`config.mk`:
```
export PLATFORM = sky130hd
export DESIGN_NAME = length_checksum_packet_deframer
export DESIGN_NICKNAME = d
export VERILOG_FILES = /design/src/hdl/ldf_pkg.sv /design/src/hdl/ldf_buffer.sv /design/src/hdl/ldf_ctrl.sv /design/src/hdl/length_checksum_packet_deframer.sv
export SDC_FILE = /design/constraint.sdc
export NUM_CORES = 2
export LEC_CHECK = 0
export ABC_CLOCK_PERIOD_IN_PS = 3170
export BUFFER_PORTS_ARGS = -buffer_cell sky130_fd_sc_hd__buf_2
export CAP_MARGIN = 20
export CORE_ASPECT_RATIO = 0.9
export CORE_MARGIN = 2
export CORE_UTILIZATION = 59
export CTS_BUF_LIST = sky130_fd_sc_hd__clkbuf_8
export CTS_CLUSTER_DIAMETER = 40
export DETAILED_ROUTE_END_ITERATION = 10
export PLACE_DENSITY_LB_ADDON = 0.12
export SETUP_SLACK_MARGIN = 0.5
export SYNTH_ARGS = -nofsm -noshare
export SYNTH_HDL_FRONTEND = slang
export SYNTH_SLANG_ARGS = --single-unit
```
`constraint.sdc`:
```
create_clock -name i_clk -period 3.17 [get_ports i_clk]
set_clock_uncertainty 0.2 [all_clocks]
set_input_delay 0.1585 -clock i_clk [delete_from_list [all_inputs] [get_ports i_clk]]
set_output_delay 0.1585 -clock i_clk [all_outputs]
set_load 0.05 [all_outputs]
```
`src/hdl/ldf_pkg.sv`:
```
// ---------------------------------------------------------------------------
// Length/checksum deframer package
// Shared types, command codes and register indexes for the deframer.
// ---------------------------------------------------------------------------
package ldf_pkg;

    // Default depth of the payload buffer.
    localparam int LDF_BUF_DEPTH = 256;

    // Width of the configuration register index.
    localparam int CFG_IDX_W = 8;

    // Command codes carried with each input transaction.
    localparam logic [1:0] CMD_BYTE = 2'd0;
    localparam logic [1:0] CMD_DONE = 2'd1;
    localparam logic [1:0] CMD_READ = 2'd2;

    // Configuration register indexes.
    localparam logic [CFG_IDX_W-1:0] REG_HEADER_VALUE = 8'd0;
    localparam logic [CFG_IDX_W-1:0] REG_MAX_LENGTH   = 8'd1;

    // Register reset values and the rejected length.
    localparam logic [7:0] HEADER_RESET  = 8'hFF;
    localparam logic [7:0] MAX_LEN_RESET = 8'hFF;
    localparam logic [7:0] LEN_ZERO      = 8'h00;

    // Input transaction payload.
    typedef struct packed {
        logic [1:0] cmd;
        logic [7:0] data_byte;
        logic [7:0] read_index;
    } t_in;

    // Result transaction payload.
    typedef struct packed {
        logic       packet_ready;
        logic [7:0] payload_size;
        logic [7:0] read_data;
    } t_out;

    // Packet status from the frame controller.
    typedef struct packed {
        logic       packet_ready;
        logic [7:0] payload_size;
    } t_status;

    // Buffer write request from the frame controller.
    typedef struct packed {
        logic       en;
        logic [7:0] addr;
        logic [7:0] data;
    } t_buf_wr;

endpackage

```
`src/hdl/ldf_buffer.sv`:
```
// ---------------------------------------------------------------------------
// Payload buffer
// Single-port-write, single-port-read synchronous memory with a registered
// read port.
// ---------------------------------------------------------------------------
module ldf_buffer
    import ldf_pkg::*;
#(
    parameter int BUF_DEPTH = LDF_BUF_DEPTH,
    parameter int AW        = (BUF_DEPTH > 2) ? $clog2(BUF_DEPTH) : 1
) (
    input  logic          i_clk,
    input  logic          i_wr_en,
    input  logic [AW-1:0] i_wr_addr,
    input  logic [7:0]    i_wr_data,
    input  logic          i_rd_en,
    input  logic [AW-1:0] i_rd_addr,
    output logic [7:0]    o_rd_data
);

    logic [7:0] r_mem [BUF_DEPTH];
    logic [7:0] r_rd_data;

    // Write port.
    always_ff @(posedge i_clk) begin
        if (i_wr_en) begin
            r_mem[i_wr_addr] <= i_wr_data;
        end
    end

    // Registered read port.
    always_ff @(posedge i_clk) begin
        if (i_rd_en) begin
            r_rd_data <= r_mem[i_rd_addr];
        end
    end

    assign o_rd_data = r_rd_data;

endmodule

```
`src/hdl/ldf_ctrl.sv`:
```
// ---------------------------------------------------------------------------
// Frame controller
// Holds the configuration registers and the frame search state, adds up
// the checksum and issues payload writes into the buffer.
// ---------------------------------------------------------------------------
module ldf_ctrl
    import ldf_pkg::*;
#(
    parameter int BUF_DEPTH = LDF_BUF_DEPTH
) (
    input  logic                 i_clk,
    input  logic                 i_rst_n,
    input  logic                 i_cfg_valid,
    input  logic [CFG_IDX_W-1:0] i_cfg_index,
    input  logic [7:0]           i_cfg_data,
    input  logic                 i_take,
    input  logic [1:0]           i_cmd,
    input  logic [7:0]           i_data,
    output t_buf_wr              o_wr,
    output t_status              o_status
);

    typedef enum logic [2:0] {
        PH_WAIT_H1,
        PH_WAIT_H2,
        PH_LENGTH,
        PH_PAYLOAD,
        PH_CHECK,
        PH_HOLD
    } t_phase;

    t_phase     r_phase, n_phase;
    logic [7:0] r_sum, n_sum;
    logic [7:0] r_expected, n_expected;
    logic [7:0] r_count, n_count;
    logic [7:0] r_header;
    logic [7:0] r_max_len;
    logic       byte_in;
    logic       count_in_buf;

    assign byte_in      = i_take && (i_cmd == CMD_BYTE);
    assign count_in_buf = ({1'b0, r_count} < 9'(BUF_DEPTH));

    // Configuration registers; indexes outside the list are ignored.
    always_ff @(posedge i_clk) begin
        if (!i_rst_n) begin
            r_header  <= HEADER_RESET;
            r_max_len <= MAX_LEN_RESET;
        end else if (i_cfg_valid) begin
            unique case (i_cfg_index)
                REG_HEADER_VALUE: r_header  <= i_cfg_data;
                REG_MAX_LENGTH:   r_max_len <= i_cfg_data;
                default: ;
            endcase
        end
    end

    // Next frame state for one received byte or a handled command.
    always_comb begin
        n_phase    = r_phase;
        n_sum      = r_sum;
        n_expected = r_expected;
        n_count    = r_count;
        if (i_take && (i_cmd == CMD_DONE)) begin
            n_phase = PH_WAIT_H1;
        end else if (byte_in) begin
            unique case (r_phase)
                PH_WAIT_H1: begin
                    if (i_data == r_header) begin
                        n_phase = PH_WAIT_H2;
                    end
                end
                PH_WAIT_H2: begin
                    n_phase = (i_data == r_header) ? PH_LENGTH : PH_WAIT_H1;
                end
                PH_LENGTH: begin
                    if ((i_data == LEN_ZERO) || (i_data > r_max_len)) begin
                        n_phase = PH_WAIT_H1;
                    end else begin
                        n_expected = i_data - 8'd1;
                        n_count    = 8'd0;
                        n_sum      = {r_header[6:0], 1'b0} + i_data;
                        n_phase    = (i_data == 8'd1) ? PH_CHECK : PH_PAYLOAD;
                    end
                end
                PH_PAYLOAD: begin
                    n_sum   = r_sum + i_data;
                    n_count = r_count + 8'd1;
                    if ((r_count + 8'd1) == r_expected) begin
                        n_phase = PH_CHECK;
                    end
                end
                PH_CHECK: begin
                    n_phase = (r_sum == i_data) ? PH_HOLD : PH_WAIT_H1;
                end
                PH_HOLD: begin
                    n_phase = PH_HOLD;
                end
                default: begin
                    n_phase = PH_WAIT_H1;
                end
            endcase
        end
    end

    // Frame state registers.
    always_ff @(posedge i_clk) begin
        if (!i_rst_n) begin
            r_phase    <= PH_WAIT_H1;
            r_sum      <= 8'd0;
            r_expected <= 8'd0;
            r_count    <= 8'd0;
        end else begin
            r_phase    <= n_phase;
            r_sum      <= n_sum;
            r_expected <= n_expected;
            r_count    <= n_count;
        end
    end

    // Payload bytes that fit the buffer are stored at their position.
    always_comb begin
        o_wr.en   = byte_in && (r_phase == PH_PAYLOAD) && count_in_buf;
        o_wr.addr = r_count;
        o_wr.data = i_data;
    end

    // Status seen by the result stage.
    always_comb begin
        o_status.packet_ready = (r_phase == PH_HOLD);
        o_status.payload_size = (r_phase == PH_HOLD) ? r_expected : 8'd0;
    end

endmodule

```
`src/hdl/length_checksum_packet_deframer.sv`:
```
// An accepted input passes the read stage and then the result register.
// Throughput: one transaction per cycle unless stalled, set by the single read port.
// The input stalls only while the read stage and the result register are both
// full and the result is stalled.
// Reset (synchronous, active low) clears the frame state and the handshake;
// header_value and max_length return to 255, the buffer contents are kept.
// ---------------------------------------------------------------------------
// Length/checksum packet deframer
// Finds header, length, payload and checksum frames in a byte stream,
// buffers the payload and answers each transaction with status and read data.
// ---------------------------------------------------------------------------
module length_checksum_packet_deframer
    import ldf_pkg::*;
#(
    parameter int BUF_DEPTH = LDF_BUF_DEPTH
) (
    input  logic                 i_clk,
    input  logic                 i_rst_n,
    input  logic                 i_cfg_valid,
    output logic                 o_cfg_ready,
    input  logic [CFG_IDX_W-1:0] i_cfg_index,
    input  logic [7:0]           i_cfg_data,
    input  logic                 i_in_valid,
    output logic                 o_in_stall,
    input  t_in                  i_in,
    output logic                 o_out_valid,
    input  logic                 i_out_stall,
    output t_out                 o_out
);

    localparam int AW = (BUF_DEPTH > 2) ? $clog2(BUF_DEPTH) : 1;

    t_buf_wr    wr;
    t_status    status;
    logic [7:0] rd_data;
    logic       accept;
    logic       out_free;
    logic       s1_move;
    logic       rd_in_buf;
    logic       r_s1_valid;
    logic       r_s1_read;
    logic       r_out_valid;
    t_out       r_out;

    assign o_cfg_ready = 1'b1;

    // Input handshake and stage movement.
    assign out_free   = !r_out_valid || !i_out_stall;
    assign s1_move    = r_s1_valid && out_free;
    assign o_in_stall = r_s1_valid && !out_free;
    assign accept     = i_in_valid && !o_in_stall;
    assign rd_in_buf  = ({1'b0, i_in.read_index} < 9'(BUF_DEPTH));

    ldf_ctrl #(
        .BUF_DEPTH(BUF_DEPTH)
    ) u_ctrl (
        .i_clk      (i_clk),
        .i_rst_n    (i_rst_n),
        .i_cfg_valid(i_cfg_valid),
        .i_cfg_index(i_cfg_index),
        .i_cfg_data (i_cfg_data),
        .i_take     (accept),
        .i_cmd      (i_in.cmd),
        .i_data     (i_in.data_byte),
        .o_wr       (wr),
        .o_status   (status)
    );

    ldf_buffer #(
        .BUF_DEPTH(BUF_DEPTH),
        .AW       (AW)
    ) u_buffer (
        .i_clk    (i_clk),
        .i_wr_en  (wr.en),
        .i_wr_addr(wr.addr[AW-1:0]),
        .i_wr_data(wr.data),
        .i_rd_en  (accept),
        .i_rd_addr(i_in.read_index[AW-1:0]),
        .o_rd_data(rd_data)
    );

    // Read stage: waits for the buffer data while the status settles.
    always_ff @(posedge i_clk) begin
        if (!i_rst_n) begin
            r_s1_valid <= 1'b0;
        end else if (accept) begin
            r_s1_valid <= 1'b1;
        end else if (s1_move) begin
            r_s1_valid <= 1'b0;
        end
    end

    always_ff @(posedge i_clk) begin
        if (accept) begin
            r_s1_read <= (i_in.cmd == CMD_READ) && rd_in_buf;
        end
    end

    // Result register.
    always_ff @(posedge i_clk) begin
        if (!i_rst_n) begin
            r_out_valid <= 1'b0;
        end else if (s1_move) begin
            r_out_valid <= 1'b1;
        end else if (!i_out_stall) begin
            r_out_valid <= 1'b0;
        end
    end

    always_ff @(posedge i_clk) begin
        if (s1_move) begin
            r_out.packet_ready <= status.packet_ready;
            r_out.payload_size <= status.payload_size;
            r_out.read_data    <= r_s1_read ? rd_data : 8'd0;
        end
    end

    assign o_out_valid = r_out_valid;
    assign o_out       = r_out;

endmodule
```
After elaboration in Yosys (flattened, before gate mapping)
Memory sizes are Yosys's and may differ from the RTL's. A register that Yosys moved wholly into a read port is not among the register bits.
Cells that the tools add are included.
- flip-flop bits (word level): 63
- RAM bits: 2048
- output and inout port bits: 20
- word-level logic and storage cells: 78
- memories kept: 1
- memories (name ; depth ; width ; rd ports ; clocked after Yosys merged registers in ; wr ports ; line ; source):
    u_buffer.r_mem ; 256 ; 8 ; 1 ; 1 ; 1 ; ldf_buffer.sv:21 ; logic [7:0] r_mem [BUF_DEPTH];
- add/sub/neg operators: 4
- order comparisons: 1
- eq/ne operators: 16
- muxes and demuxes: 17
- bitwise logic cells: 3
- reduce and logical (&&, ||, !) cells: 24
- operators with widths (cell ; count):
    8-bit one-hot mux with 2 select lines ; 2
    8-bit == test ; 3
    3-bit one-hot mux with 6 select lines ; 1
    8-bit adder ; 2
    8-bit by 1-bit == test with 1-bit output (second input constant) ; 2
    8-bit zero test ; 2
    8-bit two-way mux ; 2
    3-bit two-way mux ; 5
    8-bit by 1-bit adder with 8-bit output (second input constant) ; 1
    8-bit greater-than comparator ; 1
    4-bit AND reduction ; 2
    8-bit by 1-bit subtractor with 8-bit output (second input constant) ; 1
    3-bit by 2-bit == test with 1-bit output (second input constant) ; 2
    3-bit == test (second input constant) ; 2
    1-bit logical AND ; 6
    1-bit two-way mux ; 6
    2-bit by 1-bit inequality test with 1-bit output (second input constant) ; 3
    1-bit zero test ; 4
    2-bit AND reduction ; 2
    2-bit nonzero test ; 2
    3-bit by 1-bit == test with 1-bit output (second input constant) ; 1
    3-bit zero test ; 1
    1-bit NOT ; 3
    3-bit AND reduction ; 1
    other kinds (7) ; 8

Logic depth before layout (Yosys ltp)
- depth in word-level cells: 10
- gate-level depth with buffers: 12
- mapped depth without buffers: 10

Cells and area by module
Synthesis repeated with hierarchy kept, for this count alone.
- cell total of the unflattened synthesis: 4157
- area total of the unflattened synthesis: 83656.5 um^2
- by module, submodules not included (module ; instances ; cells an instance ; area an instance (um^2) ; seq. area each (um^2)):
    ldf_buffer ; 1 ; 3733 ; 79636.4 ; 61739.2
    ldf_ctrl ; 1 ; 387 ; 3328.2 ; 860.8
    length_checksum_packet_deframer ; 1 ; 37 ; 691.9 ; 580.6

Least setup slack after synthesis
OpenSTA, ideal clock, no wires.
- path kind: register to register
- from: reg r_out_valid, in the netlist o_out_valid
- to: mem u_buffer.r_mem[216][0] (enable)
- arrival: 2.898 ns
- data required time: 2.600 ns
- path slack: -0.298 ns
- stages on the path, launching flop included: 9
- buffers on the path: 3
- period minus slack after synthesis: 3.468 ns
- path through: dfxtp_1 > and3_1 > or4b_1 > clkbuf_1 > nor2_1 > buf_2 > nand4_1 > clkbuf_1 > nor2_1
- word-level cells in the longest chain between the ends: 10
- ends and longest elaborated chain (element ; line ; source):
    from (decl) ; length_checksum_packet_deframer.sv:42 ; logic r_out_valid;
    from (signal assigned) ; length_checksum_packet_deframer.sv:102 ; r_out_valid <= 1'b0;
    from (signal assigned) ; length_checksum_packet_deframer.sv:104 ; r_out_valid <= 1'b1;
    from (signal assigned) ; length_checksum_packet_deframer.sv:106 ; r_out_valid <= 1'b0;
    1-bit zero test ; length_checksum_packet_deframer.sv:48 ; assign out_free = !r_out_valid || !i_out_stall;
    1-bit logical OR ; length_checksum_packet_deframer.sv:48 ;
    1-bit zero test ; length_checksum_packet_deframer.sv:50 ; assign o_in_stall = r_s1_valid && !out_free;
    1-bit logical AND ; length_checksum_packet_deframer.sv:50 ;
    net o_in_stall ; length_checksum_packet_deframer.sv:24 ; output logic o_in_stall,
    1-bit zero test ; length_checksum_packet_deframer.sv:51 ; assign accept = i_in_valid && !o_in_stall;
    1-bit logical AND ; length_checksum_packet_deframer.sv:51 ;
    1-bit logical AND ; ldf_ctrl.sv:41 ; assign byte_in = i_take && (i_cmd == CMD_BYTE);
    1-bit logical AND ; ldf_ctrl.sv:123 ; o_wr.en = byte_in && (r_phase == PH_PAYLOAD) && count_in_buf;
    1-bit two-way mux ; ldf_buffer.sv:26 ; if (i_wr_en) begin
    1-bit two-way mux (not written as such) ; ldf_buffer.sv:27 ; r_mem[i_wr_addr] <= i_wr_data;
    to (decl) ; ldf_buffer.sv:21 ;
The timed path passes the listed nets, and every way through them passes these cells.

Worst setup path in the final report
- from: reg r_s1_valid
- to: mem u_buffer.r_mem[211][4] (enable)
- word-level cells in the longest chain between the ends: 7
- ends and longest elaborated chain (element ; line ; source):
    from (decl) ; length_checksum_packet_deframer.sv:40 ; logic r_s1_valid;
    from (signal assigned) ; length_checksum_packet_deframer.sv:85 ; r_s1_valid <= 1'b0;
    from (signal assigned) ; length_checksum_packet_deframer.sv:87 ; r_s1_valid <= 1'b1;
    from (signal assigned) ; length_checksum_packet_deframer.sv:89 ; r_s1_valid <= 1'b0;
    1-bit logical AND ; length_checksum_packet_deframer.sv:50 ;
    1-bit zero test ; length_checksum_packet_deframer.sv:51 ;
    1-bit logical AND ; length_checksum_packet_deframer.sv:51 ;
    1-bit logical AND ; ldf_ctrl.sv:41 ;
    1-bit logical AND ; ldf_ctrl.sv:123 ;
    1-bit two-way mux ; ldf_buffer.sv:26 ;
    1-bit two-way mux (not written as such) ; ldf_buffer.sv:27 ;
Every way passes these cells.

==> summary.md <==
| Metric | Value |
|---|---|
| Fillers | ~8.5k |
| Count of different cell masters after synthesis | 62 |
| Post-route setup TNS | 0 ps |
| Slowest stage delay, CP | about 570 ps |
| DP HPWL | roughly 130000 µm |
| Clock tree buffer depth | 4 |
| Final setup vio count | 0 |
| Hold Path Cell Cnt | 3 |
| # nets final | approximately 4.7k |
| FF-to-FF path depth | 9 |
| Post-Route WL | 207000 µm |
| Worst Hold Class | input port to flip-flop |
| Synthesized cell area | 0.0830 mm² |
| Die X | 399 µm |
| Cell-by-cell trace of the critical path | and3_4 > or4b_4 > nor2_4 > buf_8 > nand4_1 > buf_6 > buf_12 > nor2_4 > buf_12 |
| Io pins | 59 |
| Total CTS buffers | 340 |
| R2R Setup Slk | between 400 and 500 ps |
| Share of cells above drive strength 1 | between 30% and 40% |
| Critical Path RT | approximately 3700 ps |
| First-pass GRT wire length | slightly below 300000 µm |
| Dpl cells | around 6k |
| Total die area | roughly 0.14 mm² |
| Hold Path End | u_buffer.r_mem[162][2] |
| Pleak | 31.7 nW |
| Max Cap Viol | 0 |
| Sinks on Clock Net | around 2.1k |
| DP Area | roughly 0.089 mm² |
| CP max FO | 8 |
| Post-synthesis sequential area ratio | between 70 and 80% |
| RSZ-0062 raised after global routing | true |
| Routed Antenna Nets | 0 |
| Clock latency on the worst-skew pair | approximately 980 ps |
| Cell Rows | 130 |
| Status | completed |
| Area grow syn2layout | 18.1% |
| DR vias/cell | approximately 6.4 |
| Vias in the first global route | approximately 43k |
| Reg2reg end | u_buffer.r_mem[211][4] |
| Critical Path Source | r_s1_valid |
| Syn Inst Count | 3939 |
| PD cells | roughly 550 mW/mm² |
| Worst-Margin Slew | around 1400 ps |
| Peak supply drop | approximately 0.52 mV |
| Synth warn | 0 |
| Routability congestion estimate from global placement | between 0.8 and 0.9 |
| FF+latch area | about 0.063 mm² |
| Port Buf Inserts | 57 |
| Critical path startpoint category | flip-flop |
| Number of synthesized register bits | between 2k and 2.5k |
| Clock slew at reported path FFs | roughly 70 ps |
| Crit path kind | flip-flop to flip-flop |
| Final worst path period share | between 80% and 90% |
| Via count | around 43k |
| CP arrival | 3250 ps |
| Seq pwr share | 56.6% |
| Pre-antenna DRT Iters | 5 |
| CP max-delay cell | or4b_4 |
| Die H | ~360 µm |
| Multi-input logic area | roughly 0.02 mm² |
| Hold Startpoint | i_in[10] |
| Htree depth | 5 |
| Mean post-synth cell area | ~21 µm² |
| DR WL/cell | 30.8 µm |
| Switching power total | around 0.012 W |
| Reg-to-reg startpoint | r_s1_valid |
| GRT Overall Usage | 28.7% |
| Clock power share | a little under two fifths |
| 1st-iter DRT viols | about 5.1k |
| DRC | 0 |
| Final instance count without filler cells | around 6.7k |
| Pin count of the biggest net entering global routing | ~210 |
| Fin crit period | between 2000 and 3000 ps |
| Post-synth EDFFs | 2074 |
| Core area | 0.140 mm² |
| Slew Viols, Final | 0 |
| Initial antenna violation count | 11 |
| Gate power share | around 5.4% |
| Post-synth ARST share | 0% |
| Fin. Hold Viols | 0 |
| Max transition margin | 4.78% |
| CTS root buffer | clkbuf_8 |
| Ys flop type | edfxtp_1 |
| Internal Pwr Total | about 0.042 W |
| Fmax | about 360 MHz |
| Final instance area | 0.0980 mm² |
| Syn nets | around 4.0k |
| Grt ovf | 0 |
| Sw Share | roughly 22% |
| Starting Density | about 59% |
| CTS tree | yes |
| Crit end category | flip-flop |
[critical path: cells and delay by family (launching register included)]
kind	cells	cell delay [ps]
buffers and inverters	4	710
flip-flops	1	320
AND/OR/NAND/NOR	5	1230
[cell usage in the layout, fill, tap and decap left out, types with 19 or more instances in the layout]
master         instances
mux4_2               540
inv_1                126
nor2_4               158
dlygate4sd3_1         59
nor3_1                23
nor2_1               103
buf_4                281
buf_6                 64
ha_1                  27
a22oi_1               76
clkinv_1              87
nand4_1               24
dfxtp_1               40
nand3_1               36
nand2_1               56
and2_1                19
buf_8                 21
clkinv_2              21
buf_2                 45
mux2i_1              127
nor2_2                36
o22ai_1               27
a211oi_1              19
buf_12               117
edfxtp_1            2074
clkbuf_8             344
a21oi_1               51
[layer usage]
layer,vias up,GRT usage (%),wire [µm]
met5,-,0,11
li1,17900,-,-
met3,320,6.58,20400
met1,22600,42.7,82800
met4,2,8.01,4930
met2,2274,43.5,98600
[registers in the layout, summed over array words and instances, names as in the netlist]
signal              flops
u_buffer.r_mem       2048
u_ctrl.r_expected       8
u_ctrl.r_count          8
u_buffer.o_rd_data      8
u_ctrl.r_header         8
o_out                  17
u_ctrl.r_sum            8
u_ctrl.r_phase          3
o_out_valid             1
r_s1_read               1
u_ctrl.r_max_len        8
r_s1_valid              1
[how the worst max path moves through the flow]
stage | endpoint | slack [ps] | depth (start not counted)
after floorplan | u_buffer.r_mem[216][0] | 240 | 8
after global placement | u_buffer.o_rd_data[0] | -220 | 9
after detailed placement | u_buffer.o_rd_data[0] | -140 | 9
after CTS | u_buffer.r_mem[169][5] | 460 | 10
after global routing | u_buffer.r_mem[217][4] | 360 | 9
final | u_buffer.r_mem[211][4] | 410 | 9
[cells by family (layout without fill, tap and decap cells)]
group                    after synthesis  count (layout)  synth area share [%]
AO/OA/AOI/OAI                        271             271                  2.21
XOR/XNOR                              36              36                 0.413
adder cells (fa/ha/maj)               29              29                 0.455
buffers and inverters                258            1188                  1.55
flip-flops                          2119            2119                  76.1
multiplexers                         671             671                  16.2
other                                  1               3               0.00452
AND/OR/NAND/NOR                      554             554                  2.99
[area by class of cell]
class,count,area share (%)
timing repair buffer,595,6.64
clock buffer,344,4.83
multi-input combinational,1562,20.5
antenna,2,0.00511
inverter,25,0.0958
tap,1848,2.36
sequential,2119,64.5
clock inverter,224,1.06
[power by group through the flow]
stage / sequential (W) / combinational (W) / clock [W]
2_1_floorplan: 0.0314 / 0.00143 / 0
3_3_place_gp: 0.0314 / 0.00279 / 0
3_5_place_dp: 0.0314 / 0.00283 / 0
4_1_cts: 0.0308 / 0.00292 / 0.0210
5_1_grt: 0.0308 / 0.00307 / 0.0221
6_report: 0.0308 / 0.00293 / 0.0206
[Yosys cell counts, drive strengths merged, types with 7 or more instances]
cell | number | area, µm²
a311oi | 11 | 96.3
nor2 | 297 | 1110
and2 | 21 | 131
xnor2 | 16 | 140
o22ai | 27 | 169
dfxtp | 45 | 901
o221ai | 18 | 158
nor2b | 19 | 119
buf | 114 | 744
a22oi | 76 | 571
and3 | 7 | 43.8
edfxtp | 2074 | 62300
ha | 27 | 338
a21oi | 57 | 285
xor2 | 18 | 158
nand2b | 7 | 43.8
mux2i | 131 | 1310
mux4 | 540 | 12200
nand3 | 40 | 200
nand4 | 24 | 150
inv | 24 | 90.1
clkbuf | 119 | 448
nand2 | 76 | 285
o21ai | 23 | 115
a31oi | 13 | 81.3
nor4 | 7 | 43.8
nor3 | 32 | 165
a211oi | 20 | 150
[what timing repair did]
action / in CTS / in global routing
endpoints found under the setup margin: 1678 / 1462
pin swaps: 32 / 67
gates cloned: 1 / 7
buffers inserted: 50 / 38
gates resized for setup: 57 / 185
hold buffers: 62 / 0
hold endpoints to repair: 2094 / 0
[metrics by stage]
step | util (%) | hold WS [ps] | total power [W] | setup WS [ps]
after floorplan | - | 57.4 | 0.0328 | 237
after global placement | 63.9 | 193 | 0.0342 | -222
after detailed placement | 63.9 | 207 | 0.0342 | -139
after CTS | 69.2 | 8.15 | 0.0547 | 464
after global routing | 70.2 | 30.8 | 0.0559 | 357
final | 70.2 | 75.8 | 0.0544 | 405
Power figures use the tool's default switching activity.
